File: src/rtl/dfs_maze_carver_defines.svh
// Assertion macros shared by the maze carver RTL.
`ifndef DFS_MAZE_CARVER_DEFINES_SVH
`define DFS_MAZE_CARVER_DEFINES_SVH

`ifndef SYNTHESIS

// Check a property on every rising edge of ck, ignored while rs is high.
`define DMC_ASSERT(lbl, ck, rs, prop) \
  lbl: assert property (@(posedge ck) disable iff (rs) prop) \
    else $error("dmc: assertion failed");

// Same check with a caller-supplied message string.
`define DMC_ASSERT_MSG(lbl, ck, rs, prop, msg) \
  lbl: assert property (@(posedge ck) disable iff (rs) prop) \
    else $error(msg);

`else

`define DMC_ASSERT(lbl, ck, rs, prop)
`define DMC_ASSERT_MSG(lbl, ck, rs, prop, msg)

`endif

`endif

File: src/rtl/dmc_pkg.sv
package dmc_pkg;

  // Field widths fixed by the interface.
  localparam int ROW_W      = 4;
  localparam int COL_W      = 6;
  localparam int RND_W      = 16;
  localparam int ROWS_CFG_W = 5;
  localparam int COLS_CFG_W = 7;
  localparam int APB_AW     = 3;
  localparam int APB_DW     = 32;

  // Register select (paddr bit 2) and reset values.
  localparam logic REG_ROWS = 1'b0;
  localparam logic REG_COLS = 1'b1;
  localparam logic [ROWS_CFG_W-1:0] ROWS_RESET = 5'd14;
  localparam logic [COLS_CFG_W-1:0] COLS_RESET = 7'd59;

  // Opcodes.
  localparam logic OP_CARVE   = 1'b0;
  localparam logic OP_RESTART = 1'b1;

  // Result kinds.
  localparam logic [1:0] KIND_CARVED    = 2'd0;
  localparam logic [1:0] KIND_BACKTRACK = 2'd1;
  localparam logic [1:0] KIND_FINISHED  = 2'd2;
  localparam logic [1:0] KIND_RESTARTED = 2'd3;

  // Directions, also the neighbour scan order.
  localparam logic [1:0] DIR_RIGHT = 2'd0;
  localparam logic [1:0] DIR_LEFT  = 2'd1;
  localparam logic [1:0] DIR_DOWN  = 2'd2;
  localparam logic [1:0] DIR_UP    = 2'd3;

  // Controller to datapath commands.
  typedef struct packed {
    logic take_in;   // latch the input word
    logic rd_vert;   // read down/up neighbours, hold right/left results
    logic decide;    // pick the move and update maze state
    logic load_out;  // move the result into the output register
    logic clear;     // write one visited-map entry of the clearing sweep
  } dmc_cmd_t;

  // Datapath to controller status.
  typedef struct packed {
    logic restart;     // latched word is a restart
    logic out_free;    // output register can take a result this cycle
    logic clear_last;  // clearing sweep is at its last entry
  } dmc_stat_t;

endpackage

File: src/rtl/dmc_ctrl.sv
`include "dfs_maze_carver_defines.svh"

module dmc_ctrl (
  input  logic               clk,
  input  logic               rst,
  input  logic               step_valid,
  output logic               step_stall,
  output dmc_pkg::dmc_cmd_t  cmd,
  input  dmc_pkg::dmc_stat_t stat
);
  import dmc_pkg::*;

  localparam logic [2:0] ST_CLEAR  = 3'd0;
  localparam logic [2:0] ST_IDLE   = 3'd1;
  localparam logic [2:0] ST_READ   = 3'd2;
  localparam logic [2:0] ST_DECIDE = 3'd3;
  localparam logic [2:0] ST_EMIT   = 3'd4;

  logic [2:0] state;
  logic [2:0] state_next;

  always_ff @(posedge clk) begin
    if (rst) begin
      state <= ST_CLEAR;
    end else begin
      state <= state_next;
    end
  end

  always_comb begin
    cmd        = '0;
    state_next = state;
    case (state)
      ST_CLEAR: begin
        cmd.clear = 1'b1;
        if (stat.clear_last) begin
          state_next = ST_IDLE;
        end
      end
      ST_IDLE: begin
        cmd.take_in = step_valid;
        if (step_valid) begin
          state_next = ST_READ;
        end
      end
      ST_READ: begin
        cmd.rd_vert = 1'b1;
        state_next  = ST_DECIDE;
      end
      ST_DECIDE: begin
        cmd.decide = 1'b1;
        state_next = ST_EMIT;
      end
      ST_EMIT: begin
        cmd.load_out = stat.out_free;
        if (stat.out_free) begin
          state_next = stat.restart ? ST_CLEAR : ST_IDLE;
        end
      end
      default: begin
        state_next = ST_CLEAR;
      end
    endcase
  end

  assign step_stall = (state != ST_IDLE);

  `DMC_ASSERT(a_read_then_decide, clk, rst, state == ST_READ |=> state == ST_DECIDE)
  `DMC_ASSERT(a_one_cmd, clk, rst, $onehot0({cmd.take_in, cmd.decide, cmd.load_out, cmd.clear}))
  `DMC_ASSERT_MSG(a_emit_leaves, clk, rst, (state == ST_EMIT) && stat.out_free |=> (state == ST_IDLE) || (state == ST_CLEAR), "dmc: emit did not leave")

endmodule

File: config.mk
export PLATFORM = sky130hd
export DESIGN_NAME = dmc_ctrl
export DESIGN_NICKNAME = d
export VERILOG_FILES = /design/src/rtl/dmc_pkg.sv /design/src/rtl/dmc_ctrl.sv
export VERILOG_INCLUDE_DIRS = /design/src /design/src/rtl
export SDC_FILE = /design/constraint.sdc
export NUM_CORES = 1
export LEC_CHECK = 0
export BUFFER_PORTS_ARGS = -buffer_cell sky130_fd_sc_hd__buf_2
export CAP_MARGIN = 40
export CELL_PAD_IN_SITES_DETAIL_PLACEMENT = 0
export CELL_PAD_IN_SITES_GLOBAL_PLACEMENT = 2
export CORE_AREA = 4 4 41 43
export DETAILED_ROUTE_END_ITERATION = 7
export DIE_AREA = 0 0 45 47
export PLACE_DENSITY_LB_ADDON = 0.05
export SETUP_SLACK_MARGIN = 0.05
export SLEW_MARGIN = 20
export SYNTH_ARGS = -nofsm -noshare
export SYNTH_HDL_FRONTEND = slang
export SYNTH_SLANG_ARGS = --single-unit
File: constraint.sdc
create_clock -name clk -period 1.32 [get_ports clk]
set_clock_uncertainty 0.15 [all_clocks]
set_input_delay 0.264 -clock clk [delete_from_list [all_inputs] [get_ports clk]]
set_output_delay 0.264 -clock clk [all_outputs]
set_load 0.05 [all_outputs]
# Yosys cells after proc, flatten, opt, wreduce, memory -nomap -nowiden

Index checks and enable logic that the tools add are counted.

Equal/unequal tests: 8
Multiplexer cells: 10
Reductions and logical operators: 2

Operators by type and width:

| cell                 | count |
|---|---|
| $pmux W3 S5          | 1 |
| $mux W3              | 3 |
| $eq A3 B2 Y1 const B | 2 |
| $mux W1              | 6 |
| $ne A2 B2 Y1 const B | 3 |
| $eq A3 B1 Y1 const B | 1 |
| $eq A3 B3 Y1 const B | 1 |
| $logic_not A3 Y1     | 1 |
| $ne A3 B1 Y1 const B | 1 |
| $reduce_and A3 Y1    | 1 |

Register bits after elaboration: 3
Output and inout port bits: 6
Word-level logic and storage cells: 21

# Depth between registers and ports, before layout

Depth in word-level cells: 3
Mapped depth: 4
Depth with buffers taken out: 3

# Least setup slack after synthesis

No wires, ideal clock.

Kind: flip-flop to output port
Start: register state[0]
End: output cmd[3] in the netlist's numbering
Data arrival time: 1.635 ns
Data required time: 0.906 ns
Setup slack: -0.729 ns
Stages on the path, launching flop included: 3
Path buffers: 1
Path through: dfxtp_1 > buf_6 > nor3b_1

RTL lines:

| what                   | line           | source |
|---|---|---|
| from (decl)            | dmc_ctrl.sv:19 | `logic [2:0] state;` |
| from (signal assigned) | dmc_ctrl.sv:26 | `state <= state_next;` |
| to (decl)              | dmc_ctrl.sv:8  | `output dmc_pkg::dmc_cmd_t cmd,` |

# Worst setup path in the final report

Start: register state[0]
End: output step_stall

Longest elaborated chain between the ends: 1

Ends and longest elaborated chain:

| what         | line           | source |
|---|---|---|
| $ne A3 B1 Y1 | dmc_ctrl.sv:66 | `assign step_stall = (state != ST_IDLE);` |
| to (decl)    | dmc_ctrl.sv:7  | `output logic step_stall,` |

No other way between the ends.

==> run summary <==
Run status = finished with violations
Violated checks = negative setup slack
Share of flip-flops with an asynchronous set or reset = 0%
Netlist area before placement = 249.0 µm²
Top cells by area in the synthesized netlist = dfxtp_1 (24%), buf_6 (14%), mux2i_1 (8.0%), nor3b_1 (6.0%), nor2_4 (4.5%)
Cell count after placement = 57
Mapped Nets = 34
R2r endpoint = state[0]
Fraction of final layout cells sized beyond drive strength 1 = 79.17%
Number of flip-flops under the largest register name = 3
Final setup viols = 6
CTS tree = built
Share of the yosys chip area belonging to registers = 24.12%
I/O Buffers = 11
Number of warning messages in the yosys log = 0
Category of the most critical setup path = flop to primary output
Average wire length per cell after detail routing = 11.30 µm
Power density over the cells = 1202 mW/mm²
Critical Path Sink = step_stall
DR pass1 iterations = 1
Aggregate routed wire length = 712 µm
Vias per Instance = 4.556
Portion of synthesized cell area occupied by the leading cell type = 24.12%
Total count of max-transition violations in the final report = 0
Number of enable-type register cells in the synthesized netlist = 0
Setup crit start kind = flop
Number of buffers on the longest clock path = 2
RD Place Congestion = 0.6863
Data required, critical path = 0.91 ns
Slew of the pin with the lowest slew margin = 0.2642 ns
Clock insertion delay at the later pin of the skew report = 0.23 ns
Netlist cell types = 20
Width of the chip = 45 µm
CP Capture Type = primary output
Vias in the first global route = 285
Final Hold Vio Count = 0
Part of the cycle the worst path needs = 111.9%
Worst Path Arrival = 1.06 ns
Final non-filler cell total = 63
Synthesized instance count = 28
Worst-case headroom to the max-slew limit = 82.36%
Reg with most FFs = state
Level count of the clock H-tree = 1
Standard-cell rows = 13
Root cell of the clock tree = clkbuf_4
Total of flip-flops plus latches after synthesis = 3
Max capacitance violation total = 0
DRC violation count after routing = 0
Regs by FF count = state: 3 flops
Iter 0 DRT Violations = 0
Antenna violations before repair = 0
Path depth of the worst reg2reg path = 3
Half-perimeter wire length after detailed placement = 548 µm
Standby leakage power = 0.2026 nW
Launch instance of the worst register-to-register path = state[0]
Timing startpoint of the critical path = state[0]
Synthesized area per cell = 8.892 µm²
Worst VDD drop = 0.4477 mV
Die area = 0.002115 mm²
Detail Route Antenna Nets = 0
Antenna fix cells = 0
Clock buffer count from CTS = 3
Setup WS post-layout = -0.1570 ns
Leftover overflow at the end of global routing = 0
Gr usage total = 8.044%
Core Area = 0.001301 mm²
Unrepaired setup endpoints after global routing = true
Peak clock frequency supported by timing = 0.6771 GHz
Net count, final = 55
Slack of the worst reg-to-reg path = 0.07 ns
Number of sinks on the clock net = 3
Effective utilization at floorplan = 19.13%
List of most frequent post-synthesis cells = buf_6 (3), dfxtp_1 (3)
Post-route core utilization = 39.04%
IO Count = 12
Via count = 287
Post-layout min period = 1.477 ns
Area growth syn-to-layout = 104.0%
Clk pin slew, worst setup/hold paths = 0.03 ns
Smallest hold slack = 0.07111 ns
Maximum number of pins on one net before global-route repair = 9
Worst-path fanout max = 8
First-pass GRT wire length = 1.179 mm
Dominant synthesized flop cell = dfxtp_1
Cell taking the most area after synthesis = dfxtp_1
Die height = 47 µm
HP Class = primary input to flop
==> layout by cell type, fill, tap and decap left out <==
cell type | netlist | final
o31ai_2 | 0 | 1
o21ai_0 | 1 | 1
o311ai_2 | 0 | 1
dfxtp_4 | 0 | 3
clkinvlp_4 | 0 | 1
clkbuf_1 | 0 | 1
nor2_4 | 1 | 2
o31a_1 | 1 | 1
nor4b_2 | 0 | 1
clkbuf_4 | 0 | 3
nor3b_4 | 0 | 1
nor3b_1 | 2 | 1
buf_6 | 3 | 4
mux2i_1 | 2 | 2
buf_2 | 0 | 5
nand3_4 | 0 | 1
and3_2 | 1 | 1
buf_4 | 0 | 7
a21oi_1 | 1 | 1
nor2b_2 | 0 | 1
and3b_2 | 1 | 1
nor3_1 | 2 | 1
nor4_2 | 0 | 1
nand2_1 | 1 | 1
nor3_4 | 0 | 1
buf_8 | 0 | 3
nor2_1 | 2 | 1
==> critical path, cell delays in order (launching register included) <==
cell	delay (ns)
dfxtp_4	0.40
buf_4	0.19
nand2_1	0.06
buf_4	0.19
==> per-layer routing <==
| metal | GRT usage, % | share of wire (%) | wire (µm) |
|---|---|---|---|
| met1 | 8.824 | 40 | 284 |
| met2 | 12.43 | 52 | 369 |
| met3 | 3.831 | 8.0 | 57 |
| met4 | 5.263 | 0 | 0 |
| met5 | 0 | 0 | 0 |
==> metrics by stage <==
step	area (µm²)	worst slack (ns)	power [mW]	TNS, ns
finish	508.0	-0.1570	0.6106	-0.7782
global route	508.0	-0.2033	0.6534	-1.074
CTS	493.0	-0.1711	0.6128	-0.8525
detailed placement	362.8	-0.04824	0.3783	-0.09415
global placement	362.8	-0.02768	0.3762	-0.05163
floorplan	277.8	-0.03717	0.3273	-0.08230
==> logic make-up (layout without fill, tap and decap cells) <==
logic type / after synthesis / count (layout) / synth area share, %
compound gates: 5 / 5 / 14.07
buf+inv: 4 / 24 / 15.07
flops: 3 / 3 / 24.12
mux: 2 / 2 / 8.041
simple gates: 14 / 14 / 38.70
==> report_power, final <==
group / internal [mW] / switching [mW]
clock: 0.113 / 0.0452
combinational: 0.146 / 0.170
sequential: 0.107 / 0.0295
total: 0.366 / 0.245
==> worst min path at each step <==
stage          startpoint        to  depth (start not counted)
6_report          stat[2]  state[0]                          2
5_1_grt           stat[2]  state[0]                          2
4_1_cts           stat[2]  state[0]                          2
3_5_place_dp      stat[2]  state[0]                          2
3_3_place_gp      stat[2]  state[0]                          2
2_1_floorplan         rst  state[1]                          1
==> layout make-up <==
| class | count | area (µm²) |
|---|---|---|
| clock buffers | 4 | 26.28 |
| fillers | 141 | 793.3 |
| inverters | 1 | 7.507 |
| multi-input cells | 21 | 216.5 |
| flip-flops and latches | 3 | 71.32 |
| well taps | 15 | 18.77 |
| repair buffers | 19 | 167.7 |
==> repair_timing <==
item | CTS | global route
pin swaps | 3 | 0
endpoints found under the setup margin | 7 | 8
setup buffers | 2 | 0
hold buffers | 0 | 0
resized for setup | 25 | 3
No activity file was read; power rests on OpenSTA's default activity.
